===== config.mk =====
export PLATFORM = sky130hd
export DESIGN_NAME = tls_client_hello_field_extractor_top
export DESIGN_NICKNAME = d
export VERILOG_FILES = /design/src/design/tce_pkg.sv /design/src/design/tls_client_hello_field_extractor_top.sv /design/src/design/tce_parser.sv /design/src/design/tce_fifo.sv
export SDC_FILE = /design/constraint.sdc
export NUM_CORES = 1
export LEC_CHECK = 0
export ABC_AREA = 1
export BUFFER_PORTS_ARGS = -buffer_cell sky130_fd_sc_hd__buf_2
export CORE_MARGIN = 4
export CORE_UTILIZATION = 32
export DETAILED_ROUTE_END_ITERATION = 8
export MAX_ROUTING_LAYER = met4
export PLACE_DENSITY = 0.47
export SLEW_MARGIN = 20
export SYNTH_ARGS = -nofsm -noshare
export SYNTH_HDL_FRONTEND = slang
export SYNTH_SLANG_ARGS = --single-unit

===== constraint.sdc =====
create_clock -name aclk -period 6.8 [get_ports aclk]
set_input_delay 0.68 -clock aclk [delete_from_list [all_inputs] [get_ports aclk]]
set_output_delay 0.68 -clock aclk [all_outputs]
set_load 0.01 [all_outputs]

===== src/design/tce_pkg.sv =====
package tce_pkg;

    localparam int POSITION_BITS_DEF = 18;

    localparam int FIFO_DEPTH = 4;
    localparam int FIFO_PTR_W = $clog2(FIFO_DEPTH);

    localparam logic [1:0] KIND_VERSION   = 2'd0;
    localparam logic [1:0] KIND_CIPHER    = 2'd1;
    localparam logic [1:0] KIND_EXTENSION = 2'd2;
    localparam logic [1:0] KIND_STATUS    = 2'd3;

    localparam logic [3:0] ST_SUCCESS       = 4'd0;
    localparam logic [3:0] ST_SHORT_INPUT   = 4'd1;
    localparam logic [3:0] ST_NOT_HANDSHAKE = 4'd2;
    localparam logic [3:0] ST_TRUNCATED     = 4'd3;
    localparam logic [3:0] ST_BAD_HS_HEADER = 4'd4;
    localparam logic [3:0] ST_NOT_CLIENT_HI = 4'd5;
    localparam logic [3:0] ST_BAD_VERSION   = 4'd6;
    localparam logic [3:0] ST_BAD_RANDOM    = 4'd7;
    localparam logic [3:0] ST_BAD_SESSION   = 4'd8;
    localparam logic [3:0] ST_BAD_CIPHERS   = 4'd9;
    localparam logic [3:0] ST_BAD_COMPRESS  = 4'd10;
    localparam logic [3:0] ST_BAD_EXT_LEN   = 4'd11;
    localparam logic [3:0] ST_BAD_EXTENSION = 4'd12;

    localparam logic [7:0] CONTENT_HANDSHAKE = 8'h16;
    localparam logic [7:0] HS_CLIENT_HELLO   = 8'h01;
    localparam logic [15:0] RANDOM_BYTES     = 16'd32;

    typedef struct packed {
        logic [1:0]  kind;
        logic [15:0] value;
        logic        eor;
    } token_t;

    typedef struct packed {
        logic [1:0] cnt;
        token_t     first;
        token_t     second;
    } push_t;

endpackage


===== src/design/tls_client_hello_field_extractor_top.sv =====
// Each accepted byte is parsed in the cycle it is accepted; its words appear on the
// result channel from the next cycle on, from a four-entry queue, one word per cycle
// while m_ready is high. Throughput is one byte per cycle; a byte that yields a token
// and a final status holds two queue entries, and s_ready drops while fewer than two
// entries are free. Reset (aresetn low, synchronous) empties the queue and returns the
// parser to the start of a record; no clearing pass follows.
module tls_client_hello_field_extractor_top #(
    parameter int POSITION_BITS = tce_pkg::POSITION_BITS_DEF
) (
    input  logic        aclk,
    input  logic        aresetn,
    input  logic        s_valid,
    output logic        s_ready,
    input  logic [7:0]  s_byte_value,
    input  logic        s_last_byte,
    output logic        m_valid,
    input  logic        m_ready,
    output logic [1:0]  m_token_kind,
    output logic [15:0] m_token_value,
    output logic        m_end_of_record
);

    tce_pkg::push_t  push;
    tce_pkg::token_t out_word;
    logic            in_accept;

    assign in_accept = s_valid && s_ready;

    tce_parser #(
        .POSITION_BITS(POSITION_BITS)
    ) u_parser (
        .aclk       (aclk),
        .aresetn    (aresetn),
        .in_accept  (in_accept),
        .byte_value (s_byte_value),
        .last_byte  (s_last_byte),
        .push       (push)
    );

    tce_fifo u_fifo (
        .aclk      (aclk),
        .aresetn   (aresetn),
        .push      (push),
        .space_ok  (s_ready),
        .out_valid (m_valid),
        .out_ready (m_ready),
        .out_word  (out_word)
    );

    assign m_token_kind    = out_word.kind;
    assign m_token_value   = out_word.value;
    assign m_end_of_record = out_word.eor;

endmodule


===== src/design/tce_parser.sv =====
module tce_parser #(
    parameter int POSITION_BITS = tce_pkg::POSITION_BITS_DEF
) (
    input  logic            aclk,
    input  logic            aresetn,
    input  logic            in_accept,
    input  logic [7:0]      byte_value,
    input  logic            last_byte,
    output tce_pkg::push_t  push
);

    localparam logic [4:0] PH_HDR_TYPE = 5'd0;
    localparam logic [4:0] PH_HDR_VER  = 5'd1;
    localparam logic [4:0] PH_HDR_LEN  = 5'd2;
    localparam logic [4:0] PH_HS_TYPE  = 5'd3;
    localparam logic [4:0] PH_HS_LEN   = 5'd4;
    localparam logic [4:0] PH_CVER     = 5'd5;
    localparam logic [4:0] PH_RANDOM   = 5'd6;
    localparam logic [4:0] PH_SID_LEN  = 5'd7;
    localparam logic [4:0] PH_SID      = 5'd8;
    localparam logic [4:0] PH_CS_LEN   = 5'd9;
    localparam logic [4:0] PH_CS_HI    = 5'd10;
    localparam logic [4:0] PH_CS_LO    = 5'd11;
    localparam logic [4:0] PH_COMP_LEN = 5'd12;
    localparam logic [4:0] PH_COMP     = 5'd13;
    localparam logic [4:0] PH_EXT_OPT  = 5'd14;
    localparam logic [4:0] PH_EXT_LEN  = 5'd15;
    localparam logic [4:0] PH_EXT_TYPE = 5'd16;
    localparam logic [4:0] PH_EXT_DLEN = 5'd17;
    localparam logic [4:0] PH_EXT_DATA = 5'd18;
    localparam logic [4:0] PH_DONE     = 5'd19;

    localparam logic [POSITION_BITS-1:0] POS_MAX = {POSITION_BITS{1'b1}};

    logic [4:0]               phase_reg, phase_next;
    logic [POSITION_BITS-1:0] pos_reg, pos_next;
    logic [15:0]              rem_reg, rem_next;
    logic [15:0]              acc_reg, acc_next;
    logic [15:0]              rlen_reg, rlen_next;
    logic [POSITION_BITS-1:0] ext_end_reg, ext_end_next;
    logic [3:0]               ferr_reg, ferr_next;
    logic                     wct_reg, wct_next;

    logic [POSITION_BITS-1:0] pos_inc;
    logic [POSITION_BITS:0]   pos4_sum;
    logic [POSITION_BITS-1:0] pos4;
    logic [POSITION_BITS:0]   ext_sum;
    logic [POSITION_BITS-1:0] ext_end_calc;
    logic [15:0]              acc_shift;
    logic [15:0]              rem_dec;
    logic [16:0]              rlen5;
    logic                     tok_valid;
    tce_pkg::token_t          tok;
    tce_pkg::token_t          status_tok;
    logic [3:0]               status;

    assign pos_inc   = (pos_reg == POS_MAX) ? pos_reg : pos_reg + 1'b1;
    assign pos4_sum  = {1'b0, pos_inc} + (POSITION_BITS + 1)'(4);
    assign pos4      = pos4_sum[POSITION_BITS] ? POS_MAX : pos4_sum[POSITION_BITS-1:0];
    assign acc_shift = {acc_reg[7:0], byte_value};
    assign rem_dec   = rem_reg - 16'd1;
    assign ext_sum   = {1'b0, pos_inc} + (POSITION_BITS + 1)'(acc_shift);
    assign ext_end_calc = ext_sum[POSITION_BITS] ? POS_MAX : ext_sum[POSITION_BITS-1:0];

    always_comb begin
        phase_next   = phase_reg;
        rem_next     = rem_reg;
        acc_next     = acc_reg;
        rlen_next    = rlen_reg;
        ext_end_next = ext_end_reg;
        ferr_next    = ferr_reg;
        wct_next     = wct_reg;
        tok_valid    = 1'b0;
        tok.kind     = tce_pkg::KIND_VERSION;
        tok.value    = acc_shift;
        tok.eor      = 1'b0;

        unique case (phase_reg)
            PH_HDR_TYPE: begin
                if (byte_value != tce_pkg::CONTENT_HANDSHAKE) begin
                    wct_next   = 1'b1;
                    phase_next = PH_DONE;
                end else begin
                    phase_next = PH_HDR_VER;
                    rem_next   = 16'd2;
                    acc_next   = 16'd0;
                end
            end
            PH_HDR_VER: begin
                acc_next = acc_shift;
                rem_next = rem_dec;
                if (rem_dec == 16'd0) begin
                    phase_next = PH_HDR_LEN;
                    rem_next   = 16'd2;
                    acc_next   = 16'd0;
                end
            end
            PH_HDR_LEN: begin
                acc_next = acc_shift;
                rem_next = rem_dec;
                if (rem_dec == 16'd0) begin
                    rlen_next  = acc_shift;
                    phase_next = PH_HS_TYPE;
                end
            end
            PH_HS_TYPE: begin
                acc_next   = {8'd0, byte_value};
                rem_next   = 16'd3;
                phase_next = PH_HS_LEN;
            end
            PH_HS_LEN: begin
                rem_next = rem_dec;
                if (rem_dec == 16'd0) begin
                    if (acc_reg != {8'd0, tce_pkg::HS_CLIENT_HELLO}) begin
                        ferr_next  = tce_pkg::ST_NOT_CLIENT_HI;
                        phase_next = PH_DONE;
                    end else begin
                        phase_next = PH_CVER;
                        rem_next   = 16'd2;
                        acc_next   = 16'd0;
                    end
                end
            end
            PH_CVER: begin
                acc_next = acc_shift;
                rem_next = rem_dec;
                if (rem_dec == 16'd0) begin
                    tok_valid  = 1'b1;
                    tok.kind   = tce_pkg::KIND_VERSION;
                    phase_next = PH_RANDOM;
                    rem_next   = tce_pkg::RANDOM_BYTES;
                end
            end
            PH_RANDOM: begin
                rem_next = rem_dec;
                if (rem_dec == 16'd0) begin
                    phase_next = PH_SID_LEN;
                end
            end
            PH_SID_LEN: begin
                if (byte_value == 8'd0) begin
                    phase_next = PH_CS_LEN;
                    rem_next   = 16'd2;
                    acc_next   = 16'd0;
                end else begin
                    phase_next = PH_SID;
                    rem_next   = {8'd0, byte_value};
                end
            end
            PH_SID: begin
                rem_next = rem_dec;
                if (rem_dec == 16'd0) begin
                    phase_next = PH_CS_LEN;
                    rem_next   = 16'd2;
                    acc_next   = 16'd0;
                end
            end
            PH_CS_LEN: begin
                acc_next = acc_shift;
                rem_next = rem_dec;
                if (rem_dec == 16'd0) begin
                    if (acc_shift == 16'd0) begin
                        phase_next = PH_COMP_LEN;
                    end else begin
                        phase_next = PH_CS_HI;
                        rem_next   = acc_shift;
                    end
                end
            end
            PH_CS_HI: begin
                if (rem_reg <= 16'd1) begin
                    rem_next   = 16'd0;
                    phase_next = PH_COMP_LEN;
                end else begin
                    acc_next   = {8'd0, byte_value};
                    rem_next   = rem_dec;
                    phase_next = PH_CS_LO;
                end
            end
            PH_CS_LO: begin
                tok_valid  = 1'b1;
                tok.kind   = tce_pkg::KIND_CIPHER;
                rem_next   = rem_dec;
                phase_next = (rem_dec == 16'd0) ? PH_COMP_LEN : PH_CS_HI;
            end
            PH_COMP_LEN: begin
                if (byte_value == 8'd0) begin
                    phase_next = PH_EXT_OPT;
                end else begin
                    phase_next = PH_COMP;
                    rem_next   = {8'd0, byte_value};
                end
            end
            PH_COMP: begin
                rem_next = rem_dec;
                if (rem_dec == 16'd0) begin
                    phase_next = PH_EXT_OPT;
                end
            end
            PH_EXT_OPT: begin
                acc_next   = {8'd0, byte_value};
                rem_next   = 16'd1;
                phase_next = PH_EXT_LEN;
            end
            PH_EXT_LEN: begin
                acc_next = acc_shift;
                rem_next = rem_dec;
                if (rem_dec == 16'd0) begin
                    ext_end_next = ext_end_calc;
                    if (pos4 <= ext_end_calc) begin
                        phase_next = PH_EXT_TYPE;
                        rem_next   = 16'd2;
                        acc_next   = 16'd0;
                    end else begin
                        phase_next = PH_DONE;
                    end
                end
            end
            PH_EXT_TYPE: begin
                acc_next = acc_shift;
                rem_next = rem_dec;
                if (rem_dec == 16'd0) begin
                    tok_valid  = 1'b1;
                    tok.kind   = tce_pkg::KIND_EXTENSION;
                    phase_next = PH_EXT_DLEN;
                    rem_next   = 16'd2;
                    acc_next   = 16'd0;
                end
            end
            PH_EXT_DLEN: begin
                acc_next = acc_shift;
                rem_next = rem_dec;
                if (rem_dec == 16'd0) begin
                    if (acc_shift != 16'd0) begin
                        phase_next = PH_EXT_DATA;
                        rem_next   = acc_shift;
                    end else if (pos4 <= ext_end_reg) begin
                        phase_next = PH_EXT_TYPE;
                        rem_next   = 16'd2;
                        acc_next   = 16'd0;
                    end else begin
                        phase_next = PH_DONE;
                    end
                end
            end
            PH_EXT_DATA: begin
                rem_next = rem_dec;
                if (rem_dec == 16'd0) begin
                    if (pos4 <= ext_end_reg) begin
                        phase_next = PH_EXT_TYPE;
                        rem_next   = 16'd2;
                        acc_next   = 16'd0;
                    end else begin
                        phase_next = PH_DONE;
                    end
                end
            end
            default: begin
                phase_next = PH_DONE;
            end
        endcase
    end

    assign rlen5 = {1'b0, rlen_next} + 17'd5;

    always_comb begin
        if (pos_inc < POSITION_BITS'(5)) begin
            status = tce_pkg::ST_SHORT_INPUT;
        end else if (wct_next) begin
            status = tce_pkg::ST_NOT_HANDSHAKE;
        end else if ({1'b0, pos_inc} < (POSITION_BITS + 1)'(rlen5)) begin
            status = tce_pkg::ST_TRUNCATED;
        end else if (ferr_next != tce_pkg::ST_SUCCESS) begin
            status = ferr_next;
        end else begin
            case (phase_next) inside
                PH_HS_TYPE, PH_HS_LEN:              status = tce_pkg::ST_BAD_HS_HEADER;
                PH_CVER:                            status = tce_pkg::ST_BAD_VERSION;
                PH_RANDOM:                          status = tce_pkg::ST_BAD_RANDOM;
                PH_SID_LEN, PH_SID:                 status = tce_pkg::ST_BAD_SESSION;
                PH_CS_LEN, PH_CS_HI, PH_CS_LO:      status = tce_pkg::ST_BAD_CIPHERS;
                PH_COMP_LEN, PH_COMP:               status = tce_pkg::ST_BAD_COMPRESS;
                PH_EXT_LEN:                         status = tce_pkg::ST_BAD_EXT_LEN;
                PH_EXT_TYPE, PH_EXT_DLEN, PH_EXT_DATA:
                                                    status = tce_pkg::ST_BAD_EXTENSION;
                default:                            status = tce_pkg::ST_SUCCESS;
            endcase
        end
    end

    always_comb begin
        status_tok.kind  = tce_pkg::KIND_STATUS;
        status_tok.value = {12'd0, status};
        status_tok.eor   = 1'b1;
        push.second      = status_tok;
        push.first       = tok_valid ? tok : status_tok;
        if (!in_accept) begin
            push.cnt = 2'd0;
        end else begin
            push.cnt = {1'b0, tok_valid} + {1'b0, last_byte};
        end
    end

    always_ff @(posedge aclk) begin
        if (!aresetn) begin
            phase_reg   <= PH_HDR_TYPE;
            pos_reg     <= '0;
            rem_reg     <= '0;
            acc_reg     <= '0;
            rlen_reg    <= '0;
            ext_end_reg <= '0;
            ferr_reg    <= tce_pkg::ST_SUCCESS;
            wct_reg     <= 1'b0;
        end else if (in_accept) begin
            if (last_byte) begin
                phase_reg   <= PH_HDR_TYPE;
                pos_reg     <= '0;
                rem_reg     <= '0;
                acc_reg     <= '0;
                rlen_reg    <= '0;
                ext_end_reg <= '0;
                ferr_reg    <= tce_pkg::ST_SUCCESS;
                wct_reg     <= 1'b0;
            end else begin
                phase_reg   <= phase_next;
                pos_reg     <= pos_inc;
                rem_reg     <= rem_next;
                acc_reg     <= acc_next;
                rlen_reg    <= rlen_next;
                ext_end_reg <= ext_end_next;
                ferr_reg    <= ferr_next;
                wct_reg     <= wct_next;
            end
        end
    end

    assert property (@(posedge aclk) disable iff (!aresetn)
        (push.cnt == 2'd2) |->
            (push.second.kind == tce_pkg::KIND_STATUS &&
             push.first.kind != tce_pkg::KIND_STATUS))
        else $error("Two words pushed but not a token followed by a status.");

    assert property (@(posedge aclk) disable iff (!aresetn)
        (push.cnt != 2'd0) |->
            (push.first.eor == (push.first.kind == tce_pkg::KIND_STATUS)))
        else $error("End of record mark disagrees with the token kind.");

    assert property (@(posedge aclk) disable iff (!aresetn)
        (in_accept && last_byte) |=> (phase_reg == PH_HDR_TYPE && pos_reg == '0))
        else $error("Parser did not return to the record start after the last byte.");

    assert property (@(posedge aclk) disable iff (!aresetn)
        (wct_reg || ferr_reg != tce_pkg::ST_SUCCESS) |-> (phase_reg == PH_DONE))
        else $error("Parser kept walking the record after an error.");

endmodule


===== src/design/tce_fifo.sv =====
module tce_fifo (
    input  logic            aclk,
    input  logic            aresetn,
    input  tce_pkg::push_t  push,
    output logic            space_ok,
    output logic            out_valid,
    input  logic            out_ready,
    output tce_pkg::token_t out_word
);

    localparam int PW = tce_pkg::FIFO_PTR_W;

    tce_pkg::token_t mem [tce_pkg::FIFO_DEPTH];
    logic [PW-1:0]   wr_ptr_reg;
    logic [PW-1:0]   rd_ptr_reg;
    logic [PW:0]     count_reg;
    logic            pop;

    assign out_valid = (count_reg != '0);
    assign out_word  = mem[rd_ptr_reg];
    assign pop       = out_valid && out_ready;
    assign space_ok  = (count_reg <= (PW + 1)'(tce_pkg::FIFO_DEPTH - 2));

    always_ff @(posedge aclk) begin
        if (push.cnt != 2'd0) begin
            mem[wr_ptr_reg] <= push.first;
        end
        if (push.cnt == 2'd2) begin
            mem[wr_ptr_reg + 1'b1] <= push.second;
        end
    end

    always_ff @(posedge aclk) begin
        if (!aresetn) begin
            wr_ptr_reg <= '0;
            rd_ptr_reg <= '0;
            count_reg  <= '0;
        end else begin
            wr_ptr_reg <= wr_ptr_reg + PW'(push.cnt);
            if (pop) begin
                rd_ptr_reg <= rd_ptr_reg + 1'b1;
            end
            count_reg <= count_reg + (PW + 1)'(push.cnt) - (PW + 1)'(pop);
        end
    end

endmodule

==> results.md <==
* Status: finished clean
* Final Util at 0.371
* Seq/Total Area, Yosys at 0.286
* Critical path startpoint category: flop
* Ant. Diodes at 0
* Yosys warns at 0
* Clock tree sinks at 179
* DR WL/cell at approximately 18 um
* CTS tree: built
* Placed cell count at 2,608
* Final WL at about 48,000 um
* Leakage power figure at about 6.7 nW
* CP Data Required Time at 7.05 ns
* Async SR Flop Fraction at 0
* HP Class: flop to flop
* CP peak stage delay at around 0.38 ns
* Antenna violation net count after detailed routing at 0
* Vias in the first global route at about 13,000
* Core region area at 40,100 um^2
* Post-synthesis register bit count at about 180
* Number of synthesized flops with an enable pin at 16
* Root buf cell: clkbuf_16
* Final setup fails at 0
* DP Wirelength at 35,100 um
* Initial core utilization at 0.326
* Maximum VDD drop at 0.000168 V
* All-Layer GR Usage at 0.219
* First-pass GRT wire length at 73,300 um
* CP max FO at 6
* PortBufs at 33
* Area grow syn2layout at 13.9%
* Syn Area/Cell at 6.36 um^2
* Slew @ Worst Pin at between 1 and 1.5 ns
* CP arrival at 6.56 ns
* Pwr Total at 3.24 mW
* DR vias at 13,725
* Tcrit/Tclk final at 0.928
* Placement Cell Area at around 14,000 um^2
* H-tree Lvls at 4
* Element type at the critical path end: flop
* Die Width at 210 um
* Fin area at 14,900 um^2
* Hold Fails Final Rpt at 0
* Clk Latency, worst-skew pair at 0.50 ns
* Vias per cell at 5.19
* WHS Path Cells at 2
* Maximum root-to-sink buffer count at 2
* Post-Syn Area at 13,100 um^2
* Drt first pass iters at 5
* Die area at about 44,000 um^2
* # DRC at 0
* Synth Instances at 2,055
* Post-Layout Cell Count at approximately 2,600
* Kind of critical path: flop to flop
* Worst-case hold slack at around 0.46 ns
* Primary FF master, synth: dfxtp_1
* Max Cap Viol at 0
* Initial antenna violation count at 0
* Starting DRT DRC Count at 1,042
* I/O Pins at 34
* Max_slew headroom at 0.250
* Highest clock rate at 158 MHz
* Final slew viol count at 0
* Setup TNS at 0 ns
* CTS buffer count at 17
* Worst R2R Path Depth at just under 50
* Slowest-stage cell, CP: dfxtp_4
* Fraction of final layout cells sized beyond drive strength 1 at 0.113
* Cell mode on critical path: nand2_1
* PnR worst setup slack at 0.490 ns
* Nets@finish at between 2,000 and 2,500
* Reg clk slew, reported paths at ~0.07 ns
* GR Overflow Total at 0
* Setup Skew at 0.0138 ns
* Rows at 73
* Fin crit period at 6.31 ns
* Dpl ws at between 0.004 and 0.005 ns
* Die Height at 210 um
* Largest net degree at the start of global routing at between 80 and 90
* Hold bufs inserted after CTS at 0
* Cell Pwr Density at 218 nW/um^2
* # fillers at 4,381
* Post-synthesis cell type count at 61
* Mapped Nets at between 2,000 and 2,500
* Placer's final routability congestion estimate at ~0.95
* Max FFs per register at 76
==> critical path: cells and delay by family (launching register included) <==
kind | cells | cell delay (ns)
simple gates | 33 | 3.25
flops | 1 | 0.38
fa+ha+maj | 4 | 0.91
buf+inv | 4 | 0.29
compound gates | 8 | 1.24
==> worst paths after layout <==
path	start	to	slack, ns
setup / recovery	u_parser.pos_reg[1]	u_fifo.mem[2][4]	0.49
hold / removal	u_fifo.mem[1][8]	u_fifo.mem[1][8]	0.46
hold reg to reg	u_fifo.mem[1][8]	u_fifo.mem[1][8]	0.46
setup reg to reg	u_parser.pos_reg[1]	u_fifo.mem[2][4]	0.49
==> cell usage after synthesis, types with 4 or more instances <==
library cell,n,area share
o21ai_0,162,0.062
xnor2_1,16,0.011
o22ai_1,27,0.013
nor4_1,9,0.0043
nor3_1,46,0.018
xor2_1,34,0.023
buf_1,4,0.0011
nand2_2,8,0.0038
nand3_1,106,0.041
inv_1,267,0.077
nor2_2,5,0.0024
edfxtp_1,16,0.037
a21oi_1,152,0.058
ha_1,79,0.076
dfxtp_1,163,0.25
nor3_2,9,0.0069
o21bai_1,7,0.0040
o21ai_1,9,0.0034
a211oi_1,5,0.0029
nand2_1,560,0.16
nand4_1,36,0.017
inv_2,6,0.0017
clkbuf_1,52,0.015
nor2_1,185,0.053
or2_2,11,0.0053
a22oi_1,4,0.0023
nand3_2,4,0.0031
nor2_4,6,0.0052
a31oi_1,14,0.0067
==> final cells by class <==
| class | instances | area [um^2] | area share |
|---|---|---|---|
| Tap cell | 525 | 657 | 0.0441 |
| Clock buffer | 19 | 433 | 0.0291 |
| Timing Repair Buffer | 96 | 642 | 0.0431 |
| Clock inverter | 13 | 125 | 0.00840 |
| Inverter | 275 | 1040 | 0.0697 |
| Sequential cell | 179 | 3750 | 0.252 |
| Multi-Input combinational cell | 1539 | 8250 | 0.554 |
==> per-layer routing <==
metal	wire length [um]	track usage	share of wire	vias to the layer above
met2	21400	0.330	0.45	408
met3	2910	0.0490	0.061	63
met5	0	-	0	-
met1	22400	0.294	0.47	6400
met4	1070	0.0648	0.022	0
li1	-	-	-	6854
==> layout by cell type (no fill, tap or decap), types with 16 or more instances in the layout <==
cell       Yosys  routed
buf_2          3      33
ha_1          79      73
o22ai_1       27      27
clkbuf_16      0      17
nand2_1      560     554
nor3_1        46      45
o21ai_0      162     157
xnor2_1       16      16
dfxtp_1      163     161
nor2_1       185     178
a21oi_1      152     144
nand3_1      106      99
xor2_1        34      34
nand4_1       36      36
buf_4          2      62
inv_1        267     264
edfxtp_1      16      16
==> kinds of logic (layout without fill, tap and decap cells) <==
family,after synthesis,after routing,synth area share
DFF,179,179,0.286
AOI/OAI and AO/OA,409,409,0.171
xor gates and xnor gates,50,50,0.0335
and+or+nand+nor,999,999,0.332
adders and majority gates,81,81,0.0787
buffers and inverters,337,403,0.0986
==> report_power, final <==
part,internal (mW),switching (mW),leakage [nW],total [mW]
Clock,0.510,0.503,0.270,1.01
Combinational,0.323,0.735,4.96,1.06
Sequential,1.12,0.0492,1.47,1.17
==> what timing repair did <==
action / CTS / global route
resized for setup: 1 / 56
endpoints found under the setup margin: 2 / 48
pin swaps: 1 / 7
cloned: 0 / 1
buffers inserted: 2 / 3
(Power assumes the default switching activity.)
